--- config.mk ---
export PLATFORM = sky130hd
export DESIGN_NAME = grm_queue
export DESIGN_NICKNAME = d
export VERILOG_FILES = /design/src/sv/grm_pkg.sv /design/src/sv/grm_queue.sv
export SDC_FILE = /design/constraint.sdc
export NUM_CORES = 1
export LEC_CHECK = 0
export ABC_AREA = 1
export BUFFER_PORTS_ARGS = -buffer_cell sky130_fd_sc_hd__buf_4
export CAP_MARGIN = 20
export CORE_MARGIN = 5
export CORE_UTILIZATION = 55
export CTS_CLUSTER_SIZE = 40
export DETAILED_ROUTE_END_ITERATION = 10
export GPL_TIMING_DRIVEN = 0
export PLACE_DENSITY = 0.8
export SLEW_MARGIN = 20
export SYNTH_ARGS = -nofsm -noshare
export SYNTH_HDL_FRONTEND = slang
export SYNTH_SLANG_ARGS = --single-unit
export TNS_END_PERCENT = 100
--- constraint.sdc ---
create_clock -name clk_i -period 6.4 [get_ports clk_i]
set_input_delay 1.92 -clock clk_i [delete_from_list [all_inputs] [get_ports clk_i]]
set_output_delay 1.92 -clock clk_i [all_outputs]
set_load 0.01 [all_outputs]
--- src/sv/grm_pkg.sv ---
`timescale 1ns / 1ps
// grm_pkg: shared types, field widths and defaults for the grid ray marcher
// used by grm_front, grm_queue, grm_back and grid_ray_march; no dependencies
package grm_pkg;

  // default structure sizes
  localparam int MAP_SIDE_DEF      = 64;
  localparam int CELL_BITS_DEF     = 8;
  localparam int ANGLE_STEPS_DEF   = 4096;
  localparam int FRACTION_BITS_DEF = 10;
  localparam int QUEUE_DEPTH_DEF   = 2;

  // port field widths
  localparam int IDX_W    = 12;
  localparam int VAL_W    = 8;
  localparam int PIN_W    = 16;
  localparam int ANG_W    = 12;
  localparam int STATUS_W = 2;
  localparam int DIST_W   = 22;
  localparam int HIT_W    = 18;
  localparam int CTYPE_W  = 8;

  // configuration register widths
  localparam int MAPDIM_W   = 7;
  localparam int STEP_W     = 10;
  localparam int MAXS_W     = 12;
  localparam int CFG_IDX_W  = 2;
  localparam int CFG_DATA_W = 12;

  // configuration reset values
  localparam logic [MAPDIM_W-1:0] MAP_WIDTH_RST  = 7'd64;
  localparam logic [MAPDIM_W-1:0] MAP_HEIGHT_RST = 7'd64;
  localparam logic [STEP_W-1:0]   STEP_SIZE_RST  = 10'd51;
  localparam logic [MAXS_W-1:0]   MAX_STEPS_RST  = 12'd400;

  // q30 constants for the sine series
  localparam logic [63:0] PI_Q30  = 64'd3373259426;
  localparam logic [63:0] ONE_Q30 = 64'd1073741824;

  typedef enum logic [CFG_IDX_W-1:0] {
    CFG_MAP_WIDTH  = 2'd0,
    CFG_MAP_HEIGHT = 2'd1,
    CFG_STEP_SIZE  = 2'd2,
    CFG_MAX_STEPS  = 2'd3
  } cfg_reg_e;

  typedef enum logic [1:0] {
    OP_WRITE = 2'd0,
    OP_DROP  = 2'd1,
    OP_CAST  = 2'd2
  } op_e;

  typedef enum logic [STATUS_W-1:0] {
    ST_HIT   = 2'd0,
    ST_MISS  = 2'd1,
    ST_LEFT  = 2'd2,
    ST_WRITE = 2'd3
  } status_e;

  typedef enum logic [3:0] {
    BS_CLEAR,
    BS_IDLE,
    BS_SIN,
    BS_COS,
    BS_MULC,
    BS_START,
    BS_STEP,
    BS_PROBE,
    BS_TEST,
    BS_DONE
  } back_state_e;

  typedef struct packed {
    op_e              op;
    logic [IDX_W-1:0] cell_index;
    logic [VAL_W-1:0] cell_value;
    logic [PIN_W-1:0] pos_x;
    logic [PIN_W-1:0] pos_y;
    logic [ANG_W-1:0] angle;
  } item_t;

  typedef struct packed {
    logic  valid;
    item_t item;
  } item_req_t;

  typedef struct packed {
    logic [MAPDIM_W-1:0] map_width;
    logic [MAPDIM_W-1:0] map_height;
    logic [STEP_W-1:0]   step_size;
    logic [MAXS_W-1:0]   max_steps;
  } cfg_t;

endpackage

--- src/sv/grm_queue.sv ---
`timescale 1ns / 1ps
// grm_queue: short fifo of classified requests between front and back
// depends on grm_pkg
module grm_queue #(
  parameter int DEPTH = grm_pkg::QUEUE_DEPTH_DEF
) (
  input  logic               clk_i,
  input  logic               rst_ni,
  input  grm_pkg::item_req_t push_i,
  input  logic               pop_i,
  output grm_pkg::item_req_t head_o,
  output logic               full_o
);
  import grm_pkg::*;

  localparam int PTR_W = (DEPTH > 1) ? $clog2(DEPTH) : 1;
  localparam int CNT_W = $clog2(DEPTH + 1);

  item_t             entries [DEPTH];
  logic [PTR_W-1:0]  wr_q, wr_d, rd_q, rd_d;
  logic [CNT_W-1:0]  cnt_q, cnt_d;
  logic              do_push, do_pop;

  assign full_o       = (cnt_q == CNT_W'(DEPTH));
  assign head_o.valid = (cnt_q != '0);
  assign head_o.item  = entries[rd_q];

  assign do_push = push_i.valid && !full_o;
  assign do_pop  = pop_i && head_o.valid;

  always_comb begin
    wr_d  = wr_q;
    rd_d  = rd_q;
    cnt_d = cnt_q;
    if (do_push) begin
      wr_d = (wr_q == PTR_W'(DEPTH - 1)) ? '0 : wr_q + 1'b1;
    end
    if (do_pop) begin
      rd_d = (rd_q == PTR_W'(DEPTH - 1)) ? '0 : rd_q + 1'b1;
    end
    if (do_push && !do_pop) begin
      cnt_d = cnt_q + 1'b1;
    end else if (do_pop && !do_push) begin
      cnt_d = cnt_q - 1'b1;
    end
  end

  always_ff @(posedge clk_i or negedge rst_ni) begin
    if (!rst_ni) begin
      wr_q  <= '0;
      rd_q  <= '0;
      cnt_q <= '0;
    end else begin
      wr_q  <= wr_d;
      rd_q  <= rd_d;
      cnt_q <= cnt_d;
    end
  end

  always_ff @(posedge clk_i) begin
    if (do_push) begin
      entries[wr_q] <= push_i.item;
    end
  end

  a_no_overflow : assert property (@(posedge clk_i) disable iff (!rst_ni)
    push_i.valid |-> !full_o)
    else $error("push into a full queue");

  a_no_underflow : assert property (@(posedge clk_i) disable iff (!rst_ni)
    pop_i |-> head_o.valid)
    else $error("pop from an empty queue");

  a_count_bound : assert property (@(posedge clk_i) disable iff (!rst_ni)
    cnt_q <= CNT_W'(DEPTH))
    else $error("queue count beyond depth");

endmodule

==> flow_summary.json, run 1 <==
{
  "mostFrequentLayoutCells": "nand2_1, buf_4, edfxtp_1, clkbuf_16, buf_2",
  "syn_inst": 377,
  "antenna_found_initial": 0,
  "hold_viol": 0,
  "gr-total-overflow": 0,
  "cts_tree": "built",
  "placed_cells": 629,
  "nets": 608,
  "cts_resized": 0,
  "area.sequential_um2": 4060,
  "dieWidth_um": 106,
  "synth_top_cell_by_area": "edfxtp_1",
  "cts_buffers": 17,
  "antenna_cells": 0,
  "setup_tns_ps": 0,
  "fp.dieH_um": 106,
  "setup_viol": 0,
  "yosysUniqueCellTypes": 14,
  "worstMarginPinSlew_ps": 607,
  "clock_latency_ps": 500,
  "grt_max_degree": 36,
  "post_cts_buffers": 0,
  "syn_area_per_cell_um2": 13.4,
  "grt_use_met1_pct": 22.3,
  "min_period_over_period_pct": 56.0,
  "top_usage_layer": "met2",
  "globalRouteMet3Util_pct": 7.53,
  "synth_nets": 448,
  "multi_input_area_um2": 846,
  "slew_headroom_pct": 59.5,
  "seq_area_frac_synth_pct": 80.6,
  "synth-seq-cells": 136,
  "end_kind": "output pin",
  "clk_path_buf_depth": 2,
  "whs_path_depth": 2,
  "area_growth_syn_to_layout_pct": 37.6,
  "rsz0062_at_grt": "no",
  "routed_wirelength_um": 10300,
  "synth_top_family_by_area": "simple AND/OR/NAND/NOR gates",
  "wl_per_cell_um": 15.6,
  "clk_pin_slew_ps": 60,
  "yosysWarnings": 0,
  "ys_top_cells_by_area": "edfxtp_1, nand2_1, dfrtp_1, buf_6, buf_2",
  "start_kind": "flip-flop",
  "cp.required_ps": 4480,
  "drt-vias-per-instance": 4.89,
  "cts-root-buf": "clkbuf_8",
  "vias": 3215,
  "yosys.area_share.simple_pct": 16.1,
  "cts_sinks": 136,
  "yosys.area.top_type_share_pct": 78.6,
  "drt_iter0_markers": 180,
  "synth_compound_area_share_pct": 0.0992,
  "final_common_cell": "nand2_1",
  "placementRows": 35,
  "start_util_pct": 55.4,
  "die_area_um2": 11200,
  "port_buffers": 137,
  "status": "completed",
  "power.density_nw_per_um2": 493,
  "coreArea_um2": 9110,
  "crit_arrival_ps": 1670,
  "post-route-min-period_ps": 3590,
  "ff2ff_path_depth": 5,
  "layoutNonFillerInstCount": 658,
  "holdBufCountCts": 0,
  "path_max_fanout": 10,
  "drive_gt1_share_pct": 34.4,
  "grt_usage_pct": 19.2,
  "fin_skew_ps": 7.41,
  "hold_path_class": "reg2reg",
  "finalMaxSlewViolations": 0,
  "drv_cap": 0,
  "met2_usage_pct": 32.6,
  "p_leak_uw": 0.00303,
  "firstDrtPassIters": 4,
  "ant_nets": 0,
  "globalplace.congestion": 0.714,
  "cts_max_level": 4,
  "dp_hpwl_um": 6970,
  "holdWs_ps": 494,
  "grt_pass1_wl_um": 16400,
  "irDropWorstVdd_mv": 0.290,
  "num-fill-cells": 548,
  "max_freq_mhz": 279,
  "synthXorXnorAreaFrac_pct": 0.174,
  "path_class": "reg2out",
  "synth_mux_area_share_pct": 0,
  "ioPinCount": 138,
  "drc_errors": 0,
  "synth_fa_ha_area_share_pct": 0.248,
  "grt_pass1_vias": 3421,
  "netlist_area_um2": 5040
}
==> cell type report <==
| cell class | count | share of cell area (%) |
|---|---|---|
| repair buffers | 141 | 16.3 |
| multi-input cells | 218 | 12.2 |
| clock buffers | 17 | 5.97 |
| clock inverters | 12 | 2.92 |
| inverters | 8 | 0.469 |
| well taps | 111 | 2.00 |
| flip-flops and latches | 136 | 58.6 |
| plain buffers | 15 | 1.60 |
==> flip-flops by register name, summed over array words and instances, names as in the netlist <==
name,flops
rd_q,1
wr_q,1
cnt_q,2
entries,132
==> critical path, stage by stage, from the launching register on <==
cell,delay [ps]
dfrtp_1,360
buf_4,150
inv_2,80
buf_6,150
buf_6,150
nand2_1,70
nand2_1,70
buf_4,120
==> where the power goes <==
group | internal [uW] | switching [uW] | total (uW)
logic | 495 | 651 | 1150
registers | 1210 | 49.5 | 1260
clock network | 666 | 344 | 1010
==> cell usage after synthesis, drive strengths merged <==
cell type	n
buf	15
dfrtp	4
edfxtp	132
ha	1
inv	8
nand2	209
nand3	2
nand4	1
nor2	3
o21ai	1
xnor2	1
==> worst paths after layout <==
kind	startpoint	end	slack [ps]
setup / recovery	rd_q	head_o[35]	2810
hold / removal	wr_q	wr_q	490
setup reg to reg	cnt_q[1]	entries[1][10]	4490
hold reg to reg	wr_q	wr_q	490
max in group asynchronous	rst_ni	cnt_q[1]	5090
min in group asynchronous	rst_ni	wr_q	1200
==> kinds of logic after synthesis <==
logic type,Yosys count
xor+xnor,1
fa+ha+maj,1
flops,136
simple gates,215
buf+inv,23
compound gates,1
==> layer usage <==
metal,wire length (um),vias up
met2,5180,119
met1,4140,1501
met3,822,13
li1,-,1582
met4,116,0
met5,0,-
==> per-stage QoR <==
step / total power [uW] / cell area (um^2) / utilization (%) / setup WS (ps)
2_1_floorplan: 1860 / 5040 / - / 1130
3_3_place_gp: 2380 / 6210 / 68.2 / -352
3_5_place_dp: 2440 / 6320 / 69.4 / 2980
4_1_cts: 3460 / 6940 / 76.2 / 2770
5_1_grt: 3620 / 6940 / 76.2 / 2700
6_report: 3420 / 6940 / 76.2 / 2810
Power figures use the tool's default switching activity.
==> run 2, diff against run 1 <==
- CORE_UTILIZATION: 55 -> 52
- PLACE_DENSITY: 0.8 -> 0.76
- clock period: 6.4 -> 3.49 ns (I/O delays scaled with it)
==> run 2 against run 1 <==
Critical endpoint is now head_o[32]. Global-route usage is 1.2 points lower. Largest power group unchanged. Clock skew is 1.9 ps lower. Die area is 5.2% higher. Worst hold slack worse by 160 ps. Critical path type unchanged. Core utilization is 3.4 points lower. Critical path depth stayed put. Sequential power is 83% higher.
==> flow_summary.json, run 2 (same netlist as run 1, synthesis figures left out) <==
{
  "status": "completed",
  "nets": 607,
  "grt_pass1_vias": 3396,
  "drc_errors": 0,
  "crit_end": "head_o[32]",
  "r2r_start": "cnt_q[1]",
  "top_usage_layer": "met2",
  "placementRows": 36,
  "fin_skew_ps": 5.53,
  "largestRegisters": "entries (132), cnt_q (2)",
  "start_util_pct": 52.6,
  "globalRouteMet3Util_pct": 8.24,
  "routed_wirelength_um": 9950,
  "fp.dieH_um": 108,
  "holdBufCountCts": 0,
  "firstDrtPassIters": 4,
  "coreArea_um2": 9590,
  "ant_nets": 0,
  "die_area_um2": 11800,
  "cts_sinks": 136,
  "post_cts_buffers": 0,
  "drive_gt1_share_pct": 33.9,
  "critPathMaxStageDelay_ps": 350,
  "path_max_fanout": 10,
  "min_period_over_period_pct": 77.3,
  "power.density_nw_per_um2": 912,
  "finalMaxSlewViolations": 0,
  "grt_usage_pct": 18.0,
  "drt-vias-per-instance": 4.70,
  "gr-total-overflow": 0,
  "globalplace.congestion": 0.724,
  "p_leak_uw": 0.00303,
  "rsz0062_at_grt": "no",
  "dieWidth_um": 108,
  "dp_hpwl_um": 6810,
  "port_buffers": 137,
  "path_cells": "buf_4 > inv_2 > buf_6 > buf_6 > nand2_1 > nand2_1 > buf_4",
  "cts_buffers": 17,
  "grt_use_met1_pct": 20.5,
  "antenna_found_initial": 0,
  "post-route-min-period_ps": 2700,
  "max_freq_mhz": 371,
  "hold_viol": 0,
  "ff2ff_path_depth": 6,
  "layoutNonFillerInstCount": 681,
  "clk_path_buf_depth": 2,
  "end_kind": "output pin",
  "rrSetupSlack_ps": 1680,
  "mostFrequentLayoutCells": "nand2_1, buf_4, edfxtp_1, clkbuf_16, buf_2",
  "drv_cap": 0,
  "start_kind": "flip-flop",
  "ioPinCount": 138,
  "drt_iter0_markers": 209,
  "area_growth_syn_to_layout_pct": 38.5,
  "cts_max_level": 4,
  "cp.required_ps": 2440,
  "setup_viol": 0,
  "antenna_cells": 0,
  "largest-register": "entries",
  "grt_pass1_wl_um": 15900,
  "met2_usage_pct": 31.1,
  "clk_pin_slew_ps": 50,
  "setup_tns_ps": 0,
  "cts-root-buf": "clkbuf_8",
  "slew_headroom_pct": 55.1,
  "hold_path_class": "in2async",
  "path_class": "reg2out",
  "grt_max_degree": 37,
  "wl_per_cell_um": 14.6,
  "largest_reg_flops": 132,
  "cts_tree": "built",
  "crit_start": "rd_q",
  "placed_cells": 650,
  "vias": 3200,
  "cts_resized": 0,
  "final_common_cell": "nand2_1",
  "cp_slowest_cell": "dfrtp_1",
  "num-fill-cells": 622,
  "reg2reg_to": "entries[0][5]",
  "irDropWorstVdd_mv": 0.527,
  "clock_latency_ps": 500,
  "worstMarginPinSlew_ps": 672,
  "crit_arrival_ps": 1650
}
run 2: cell count changes in the layout (fill, tap and decap cells not counted):
cell	change
buf_16	-2
buf_12	+1
bufinv_16	+2
clkinv_1	+1
clkbuf_1	+2
clkinv_4	-1
clkinv_2	-2
run 2: worst min-delay path by stage:
stage / to / cells after the start / slack (ps)
after global placement: cnt_q[1] / 2 / 460
after floorplan: cnt_q[1] / 2 / 440
after detailed placement: wr_q / 2 / 470
after CTS: wr_q / 1 / 310
after global routing: cnt_q[1] / 1 / 300
final: cnt_q[1] / 1 / 330
run 2: layer usage:
layer  vias up  share of wire (%)
li1       1582                  -
met1      1490                 39
met2       121                 51
met3         7                9.4
met4         0               0.55
met5         -                  0
run 2: layout make-up:
| class | instances | area, um^2 | area share, % |
|---|---|---|---|
| multi-input cells | 218 | 846 | 12.1 |
| plain buffers | 15 | 111 | 1.59 |
| well taps | 133 | 166 | 2.38 |
| clock buffers | 19 | 422 | 6.04 |
| clock inverters | 12 | 248 | 3.55 |
| repair buffers | 140 | 1100 | 15.7 |
| flip-flops and latches | 136 | 4060 | 58.2 |
| inverters | 8 | 32.5 | 0.466 |
run 2: per-stage QoR:
step           utilization [%]  hold WS (ps)  total power, uW  worst slack, ps  cell area (um^2)
6_report                  72.8           334             6370              794              6990
5_1_grt                   72.8           303             6760              655              6990
4_1_cts                   72.8           314             6460              752              6990
3_5_place_dp              65.8           466             4440             1010              6320
3_3_place_gp              65.0           455             4360             -799              6240
2_1_floorplan                -           442             3410              182              5050
run 2: where the power goes:
| group | leakage, uW | switching [uW] | total [uW] | internal [uW] |
|---|---|---|---|---|
| Combinational | 0.00144 | 1180 | 2060 | 884 |
| Sequential | 0.00128 | 86.1 | 2310 | 2230 |
| Clock | 0.000320 | 622 | 2000 | 1370 |
run 2: critical path: cells and delay by family (launching register included):
kind          cells  cell delay, ps
buf+inv           5             650
flops             1             350
simple gates      2             140
