**config.mk**
```make
export PLATFORM = sky130hd
export DESIGN_NAME = grm_front
export DESIGN_NICKNAME = d
export VERILOG_FILES = /design/src/sv/grm_pkg.sv /design/src/sv/grm_front.sv
export SDC_FILE = /design/constraint.sdc
export NUM_CORES = 1
export LEC_CHECK = 0
export BUFFER_PORTS_ARGS = -buffer_cell sky130_fd_sc_hd__buf_2
export CORE_MARGIN = 2
export CORE_UTILIZATION = 43
export DETAILED_ROUTE_END_ITERATION = 7
export PLACE_DENSITY_LB_ADDON = 0.15
export SLEW_MARGIN = 15
export SYNTH_ARGS = -nofsm -noshare
export SYNTH_HDL_FRONTEND = slang
export SYNTH_SLANG_ARGS = --single-unit
export TNS_END_PERCENT = 20
```
**constraint.sdc**
```tcl
create_clock -name clk_i -period 10.3 [get_ports clk_i]
set_input_delay 1.03 -clock clk_i [delete_from_list [all_inputs] [get_ports clk_i]]
set_output_delay 1.03 -clock clk_i [all_outputs]
set_load 0.03 [all_outputs]
```
**src/sv/grm_pkg.sv**
```systemverilog
`timescale 1ns / 1ps
// grm_pkg: shared types, field widths and defaults for the grid ray marcher
// used by grm_front, grm_queue, grm_back and grid_ray_march; no dependencies
package grm_pkg;

  // default structure sizes
  localparam int MAP_SIDE_DEF      = 64;
  localparam int CELL_BITS_DEF     = 8;
  localparam int ANGLE_STEPS_DEF   = 4096;
  localparam int FRACTION_BITS_DEF = 10;
  localparam int QUEUE_DEPTH_DEF   = 2;

  // port field widths
  localparam int IDX_W    = 12;
  localparam int VAL_W    = 8;
  localparam int PIN_W    = 16;
  localparam int ANG_W    = 12;
  localparam int STATUS_W = 2;
  localparam int DIST_W   = 22;
  localparam int HIT_W    = 18;
  localparam int CTYPE_W  = 8;

  // configuration register widths
  localparam int MAPDIM_W   = 7;
  localparam int STEP_W     = 10;
  localparam int MAXS_W     = 12;
  localparam int CFG_IDX_W  = 2;
  localparam int CFG_DATA_W = 12;

  // configuration reset values
  localparam logic [MAPDIM_W-1:0] MAP_WIDTH_RST  = 7'd64;
  localparam logic [MAPDIM_W-1:0] MAP_HEIGHT_RST = 7'd64;
  localparam logic [STEP_W-1:0]   STEP_SIZE_RST  = 10'd51;
  localparam logic [MAXS_W-1:0]   MAX_STEPS_RST  = 12'd400;

  // q30 constants for the sine series
  localparam logic [63:0] PI_Q30  = 64'd3373259426;
  localparam logic [63:0] ONE_Q30 = 64'd1073741824;

  typedef enum logic [CFG_IDX_W-1:0] {
    CFG_MAP_WIDTH  = 2'd0,
    CFG_MAP_HEIGHT = 2'd1,
    CFG_STEP_SIZE  = 2'd2,
    CFG_MAX_STEPS  = 2'd3
  } cfg_reg_e;

  typedef enum logic [1:0] {
    OP_WRITE = 2'd0,
    OP_DROP  = 2'd1,
    OP_CAST  = 2'd2
  } op_e;

  typedef enum logic [STATUS_W-1:0] {
    ST_HIT   = 2'd0,
    ST_MISS  = 2'd1,
    ST_LEFT  = 2'd2,
    ST_WRITE = 2'd3
  } status_e;

  typedef enum logic [3:0] {
    BS_CLEAR,
    BS_IDLE,
    BS_SIN,
    BS_COS,
    BS_MULC,
    BS_START,
    BS_STEP,
    BS_PROBE,
    BS_TEST,
    BS_DONE
  } back_state_e;

  typedef struct packed {
    op_e              op;
    logic [IDX_W-1:0] cell_index;
    logic [VAL_W-1:0] cell_value;
    logic [PIN_W-1:0] pos_x;
    logic [PIN_W-1:0] pos_y;
    logic [ANG_W-1:0] angle;
  } item_t;

  typedef struct packed {
    logic  valid;
    item_t item;
  } item_req_t;

  typedef struct packed {
    logic [MAPDIM_W-1:0] map_width;
    logic [MAPDIM_W-1:0] map_height;
    logic [STEP_W-1:0]   step_size;
    logic [MAXS_W-1:0]   max_steps;
  } cfg_t;

endpackage

```
**src/sv/grm_front.sv**
```systemverilog
`timescale 1ns / 1ps
// grm_front: takes input requests, classifies them and folds the angle into one turn
// depends on grm_pkg; feeds grm_queue
module grm_front #(
  parameter int MAP_SIDE    = grm_pkg::MAP_SIDE_DEF,
  parameter int ANGLE_STEPS = grm_pkg::ANGLE_STEPS_DEF
) (
  input  logic                      clk_i,
  input  logic                      rst_ni,
  input  logic                      in_valid_i,
  output logic                      in_stall_o,
  input  logic                      action_i,
  input  logic [grm_pkg::IDX_W-1:0] cell_index_i,
  input  logic [grm_pkg::VAL_W-1:0] cell_value_i,
  input  logic [grm_pkg::PIN_W-1:0] pos_x_i,
  input  logic [grm_pkg::PIN_W-1:0] pos_y_i,
  input  logic [grm_pkg::ANG_W-1:0] angle_i,
  input  logic                      busy_i,
  input  logic                      q_full_i,
  output grm_pkg::item_req_t        push_o
);
  import grm_pkg::*;

  localparam int TURN        = (ANGLE_STEPS / 4) * 4;
  localparam int STORE_DEPTH = MAP_SIDE * MAP_SIDE;

  item_t hold_q, hold_d, fresh;
  logic  hold_vld_q, hold_vld_d;
  logic  accept, wrap, push;

  assign in_stall_o = hold_vld_q || busy_i;
  assign accept     = in_valid_i && !in_stall_o;

  // classify the incoming request
  always_comb begin
    fresh.cell_index = cell_index_i;
    fresh.cell_value = cell_value_i;
    fresh.pos_x      = pos_x_i;
    fresh.pos_y      = pos_y_i;
    fresh.angle      = angle_i;
    if (action_i) begin
      fresh.op = OP_CAST;
    end else if (32'(cell_index_i) < 32'(STORE_DEPTH)) begin
      fresh.op = OP_WRITE;
    end else begin
      fresh.op = OP_DROP;
    end
  end

  // one turn subtracted per cycle until the angle is below a full turn
  assign wrap = (hold_q.op == OP_CAST) && (32'(hold_q.angle) >= 32'(TURN));
  assign push = hold_vld_q && !wrap && !q_full_i;

  always_comb begin
    hold_d     = hold_q;
    hold_vld_d = hold_vld_q;
    if (accept) begin
      hold_d     = fresh;
      hold_vld_d = 1'b1;
    end else if (hold_vld_q && wrap) begin
      hold_d.angle = hold_q.angle - ANG_W'(TURN);
    end else if (push) begin
      hold_vld_d = 1'b0;
    end
  end

  assign push_o.valid = push;
  assign push_o.item  = hold_q;

  always_ff @(posedge clk_i or negedge rst_ni) begin
    if (!rst_ni) begin
      hold_vld_q <= 1'b0;
    end else begin
      hold_vld_q <= hold_vld_d;
    end
  end

  always_ff @(posedge clk_i) begin
    hold_q <= hold_d;
  end

endmodule

```
==> summary.md, run 1 <==
| Metric | Value |
|---|---|
| Outcome | finished, final reports clean |
| Final setup viols | 0 |
| Clock Skews | 0.00538 ns |
| Die H | 72.7 um |
| Number of detailed-route iterations in the first pass | 4 |
| Design area | 2950 um2 |
| Final ANT Viol Nets | 0 |
| WS Path Type | primary input to flip-flop |
| CP cell instances | buf_2 -> nor3b_4 -> buf_4 |
| RSZ-0062 raised after global routing | no |
| Total negative slack | 0 ns |
| Most frequent cells in the layout | buf_2, edfxtp_1, clkbuf_8, clkbuf_1, clkinv_1 |
| CP peak stage delay | 0.86 ns |
| Placed inst area | 2770 um2 |
| P_leak | 1.27 nW |
| Worst EP arrival | 2.65 ns |
| GR Overflow Total | 0 |
| # port buffers | 136 |
| Pwr Density | 191 nW/um2 |
| Largest net degree at the start of global routing | 44 |
| Nature of the critical path endpoint | flip-flop |
| DRT iter0 DRCs | 53 |
| CORE AREA | 4440 um2 |
| Synthesis-stage register bit count | 66 |
| Yosys warns | 0 |
| Max Cap Viol | 0 |
| Distinct cells, synth | 8 |
| Vias in the first global route | 1255 |
| Sequential element share of the synthesized area | 97.5% |
| Final Hold Violating Endpoints | 0 |
| Overall power | 0.563 mW |
| First-pass GRT wire length | 5690 um |
| Worst slew pin tran | 1.08 ns |
| TritonCTS clock tree | yes |
| R2r setup slk | 7.97 ns |
| Syn Area/Cell | 27.8 um2 |
| Mapped Nets | 143 |
| Routed vias | 1259 |
| Die Width | 72.7 um |
| Final Core Density | 66.4% |
| Crit-path max FO | 43 |
| GPL Wtd Cong | 0.687 |
| Synthesis-to-finish area growth | 45.5% |
| Post-CTS sizing | 0 |
| Std-Cell Rows | 24 |
| Total CTS buffers | 9 |
| Hold WC Path Type | primary input to asynchronous set/reset pin |
| Final worst path period need | 2.69 ns |
| Slew Viols, Final | 0 |
| Worst skew pair latency | 0.32 ns |
| Ant diodes | 0 |
| Mapped cell area | 2030 um2 |
| Critical path's slowest cell | nor3b_4 |
| Htree depth | 3 |
| Vias per cell | 4.56 |
| Final worst-path cycle share | 26.1% |
| Die Area | 5280 um2 |
| Hold-fix buffers, CTS | 0 |
| Post-Syn Instances | 73 |
| Starting Density | 45.6% |
| Nets | 289 |
| Longest Clk Path Bufs | 2 |
| Cell taking the most area after synthesis | edfxtp_1 |
| Top cell type's share of synthesized area | 96.2% |
| Share of cells above drive strength 1 | 66.5% |
| Post-CTS Setup Bufs | 0 |
| Antenna violations before repair | 0 |
| # IOs | 138 |
| Synth top area cells | edfxtp_1, dfrtp_1, buf_4, nor3b_2, a21o_1 |
| Total Wirelength | 3970 um |
| Fmax achieved | 372 MHz |
| WL/cell | 14.4 um |
| DR DRC count | 0 |
| VDD IR max | 0.105 mV |
| Most common cell after layout, fill and taps aside | buf_2 |
| Clk slew on worst S/H paths | 0.06 ns |
| Root buffer cell | clkbuf_8 |
| Max-slew headroom | 28.1% |
| Worst endpoint required time | 10.26 ns |
| GRT Total Usage | 15.5% |
| Clk sinks | 66 |
| Critical Path Source Type | primary input |
[area by class of cell]
cell class | instances | area (um2)
timing repair buffer | 137 | 688
tap | 52 | 65.1
fill | 313 | 1490
multi-input combinational | 5 | 42.5
clock inverter | 4 | 42.5
sequential | 66 | 1980
clock buffer | 12 | 135
[routing by layer]
layer / global-route usage (%) / vias up / wire length (um)
li1: - / 577 / -
met1: 14.3 / 573 / 1270
met2: 25.3 / 98 / 2040
met3: 8.29 / 11 / 557
met4: 11.9 / 0 / 108
met5: 0 / - / 0
[per-stage QoR]
stage | hold WS (ns) | worst slack, ns | cells
finish | 0.474 | 7.61 | 276
global route | 0.456 | 7.48 | 276
CTS | 0.457 | 7.60 | 276
detailed placement | 0.567 | 7.25 | 260
global placement | 0.550 | 7.34 | 260
floorplan | 0.499 | 6.24 | 73
[critical path, delay by kind of cell]
family | cells | cell delay [ns]
simple gates | 1 | 0.86
buf+inv | 2 | 0.72
[flip-flops by register name (all words and copies together) (netlist names)]
name	flops
push_o	65
hold_vld_q	1
[final timing paths]
| check | end | cells after the start | from |
|---|---|---|---|
| max | push_o[21]$_DFFE_PP_ | 3 | busy_i |
| max in group asynchronous | hold_vld_q$_DFFE_PN0P_ | 1 | rst_ni |
| max reg2reg | push_o[21]$_DFFE_PP_ | 2 | hold_vld_q$_DFFE_PN0P_ |
| min | hold_vld_q$_DFFE_PN0P_ | 1 | rst_ni |
| min in group clk_i | hold_vld_q$_DFFE_PN0P_ | 1 | hold_vld_q$_DFFE_PN0P_ |
| min reg2reg | hold_vld_q$_DFFE_PN0P_ | 1 | hold_vld_q$_DFFE_PN0P_ |
[synthesized netlist by cell type]
library cell,n
a21o_1,1
buf_4,2
conb_1,1
dfrtp_1,1
edfxtp_1,65
nor2b_1,1
nor3b_2,1
or2_1,1
[cells by family (layout without fill, tap and decap cells)]
kind of cell	after synthesis	after routing	share of synthesized area, %
DFF	66	66	97.5
and+or+nand+nor	3	3	1.23
other	1	1	0.185
AOI/OAI and AO/OA	1	1	0.370
buffers and inverters	2	153	0.740
[report_power, final]
group / internal, mW / switching (mW) / leakage (nW)
Combinational: 0.0178 / 0.0375 / 0.563
Clock: 0.110 / 0.0844 / 0.0894
Sequential: 0.310 / 0.00305 / 0.615
Total: 0.438 / 0.125 / 1.27
Power figures use the tool's default switching activity.
==> run 2: changes to the inputs <==
Settings changed: CORE_UTILIZATION 43 to 40.
Clock period 10.3 ns to 2.7 ns, I/O delays scaled along.
==> summary.md, run 2 (synthesis results as in run 1) <==
| Metric | Value |
|---|---|
| Slew Viols, Final | 0 |
| Most frequent cells in the layout | buf_2, edfxtp_1, clkbuf_8, clkbuf_1, buf_4 |
| Most common cell after layout, fill and taps aside | buf_2 |
| DRT iter0 DRCs | 61 |
| Outcome | finished, final reports clean |
| Nets | 291 |
| Die Area | 5660 um2 |
| Antenna violations before repair | 0 |
| Die H | 75.2 um |
| Clock Skews | 0.00418 ns |
| Filler Cell Count | 393 |
| TritonCTS clock tree | yes |
| GPL Wtd Cong | 0.680 |
| Synthesis-to-finish area growth | 46.9% |
| Vias per cell | 4.25 |
| Busiest grt layer | met2 |
| Critical Path Source Type | flip-flop |
| Vias in the first global route | 1213 |
| Clk slew on worst S/H paths | 0.06 ns |
| WHS Endpoint | push_o[11]$_DFFE_PP_ |
| Largest register FFs | 65 |
| Placement Setup Slack | 1.24 ns |
| R2R depth | 2 |
| Worst endpoint required time | 2.66 ns |
| Critical path's slowest cell | buf_4 |
| Std-Cell Rows | 25 |
| Placed inst area | 2800 um2 |
| # port buffers | 136 |
| GR Layer Usage met1 | 13.4% |
| Final Hold Violating Endpoints | 0 |
| VDD IR max | 0.417 mV |
| Share of cells above drive strength 1 | 66.4% |
| Design area | 2980 um2 |
| Pwr Density | 708 nW/um2 |
| Met2 usage | 22.8% |
| Reg2Reg Launch Point | hold_vld_q$_DFFE_PN0P_ |
| R2r setup slk | 1.25 ns |
| Max Cap Viol | 0 |
| WL/cell | 13.7 um |
| Final setup viols | 0 |
| Final worst-path cycle share | 53.6% |
| Starting Density | 42.1% |
| RSZ-0062 raised after global routing | no |
| GRT Total Usage | 14.1% |
| DR DRC count | 0 |
| CP cell instances | nor3b_4 -> buf_4 |
| Critical path's top delay family | buffers and inverters |
| WS Path Type | flip-flop to flip-flop |
| Worst skew pair latency | 0.32 ns |
| Largest net degree at the start of global routing | 41 |
| Final ANT Viol Nets | 0 |
| Fmax achieved | 690 MHz |
| Reg-to-reg endpoint | push_o[10]$_DFFE_PP_ |
| Number of detailed-route iterations in the first pass | 4 |
| First-pass GRT wire length | 5400 um |
| Fin Hold WS | 0.119 ns |
| # IOs | 138 |
| Total CTS buffers | 9 |
| GR met3 Demand/Resource | 7.90% |
| Nature of the critical path endpoint | flip-flop |
| P_leak | 1.27 nW |
| Total negative slack | 0 ns |
| Htree depth | 3 |
| Crit path buf inv count | 1 |
| Root buffer cell | clkbuf_8 |
| GR Overflow Total | 0 |
| Hold WC Path Type | primary input to flip-flop |
| Total Wirelength | 4010 um |
| Final Core Density | 61.8% |
| Hold Path Depth | 1 |
| CORE AREA | 4820 um2 |
| Die Width | 75.2 um |
| Longest Clk Path Bufs | 2 |
| Setup ws final | 1.25 ns |
| Clk sinks | 66 |
| Crit-path max FO | 40 |
| Final worst path period need | 1.45 ns |
| Worst EP arrival | 1.41 ns |
| CP peak stage delay | 0.44 ns |
| HP Start | angle_i[11] |
| Routed vias | 1245 |
| Ant diodes | 0 |
run 2: worst max-delay path by stage:
stage                           startpoint                    to  depth (start not counted)
floorplan           hold_vld_q$_DFFE_PN0P_   push_o[0]$_DFFE_PP_                          1
detailed placement  hold_vld_q$_DFFE_PN0P_  push_o[11]$_DFFE_PP_                          2
CTS                 hold_vld_q$_DFFE_PN0P_  push_o[10]$_DFFE_PP_                          2
global route        hold_vld_q$_DFFE_PN0P_   push_o[1]$_DFFE_PP_                          2
global placement    hold_vld_q$_DFFE_PN0P_  push_o[46]$_DFFE_PP_                          2
finish              hold_vld_q$_DFFE_PN0P_  push_o[10]$_DFFE_PP_                          2
run 2: through the flow:
stage / power (mW) / instances
2_1_floorplan: 1.34 / 73
3_3_place_gp: 1.42 / 276
3_5_place_dp: 1.43 / 276
6_report: 2.11 / 293
5_1_grt: 2.19 / 293
4_1_cts: 2.14 / 293
run 2: layout make-up:
type | instances | area, um2 | area share [%]
Sequential cell | 66 | 1980 | 66.4
Multi-Input combinational cell | 5 | 42.5 | 1.43
Timing Repair Buffer | 139 | 706 | 23.7
Tap cell | 67 | 83.8 | 2.81
Clock buffer | 16 | 170 | 5.71
run 2: what timing repair did:
| item | in CTS | in global routing |
|---|---|---|
| hold endpoints to repair | 1 | 0 |
| hold buffers | 1 | 0 |
| setup buffers | 0 | 0 |
| resized for setup | 0 | 0 |
| setup endpoints to repair | 0 | 0 |
run 2: routing by layer:
metal / vias up / routed length, um
met5: - / 0
met4: 0 / 94
met3: 9 / 580
met2: 93 / 2010
met1: 562 / 1320
li1: 581 / -
run 2: where the power goes:
| group | total [mW] | switching (mW) | internal (mW) |
|---|---|---|---|
| Combinational | 0.213 | 0.143 | 0.0700 |
| Clock | 0.701 | 0.315 | 0.386 |
| Sequential | 1.19 | 0.0111 | 1.18 |
run 2: worst register-to-register path: cells and delay by family, from the launching register on:
family / cells / cell delay (ns)
flip-flops: 1 / 0.42
buffers and inverters: 1 / 0.44
AND/OR/NAND/NOR: 1 / 0.21
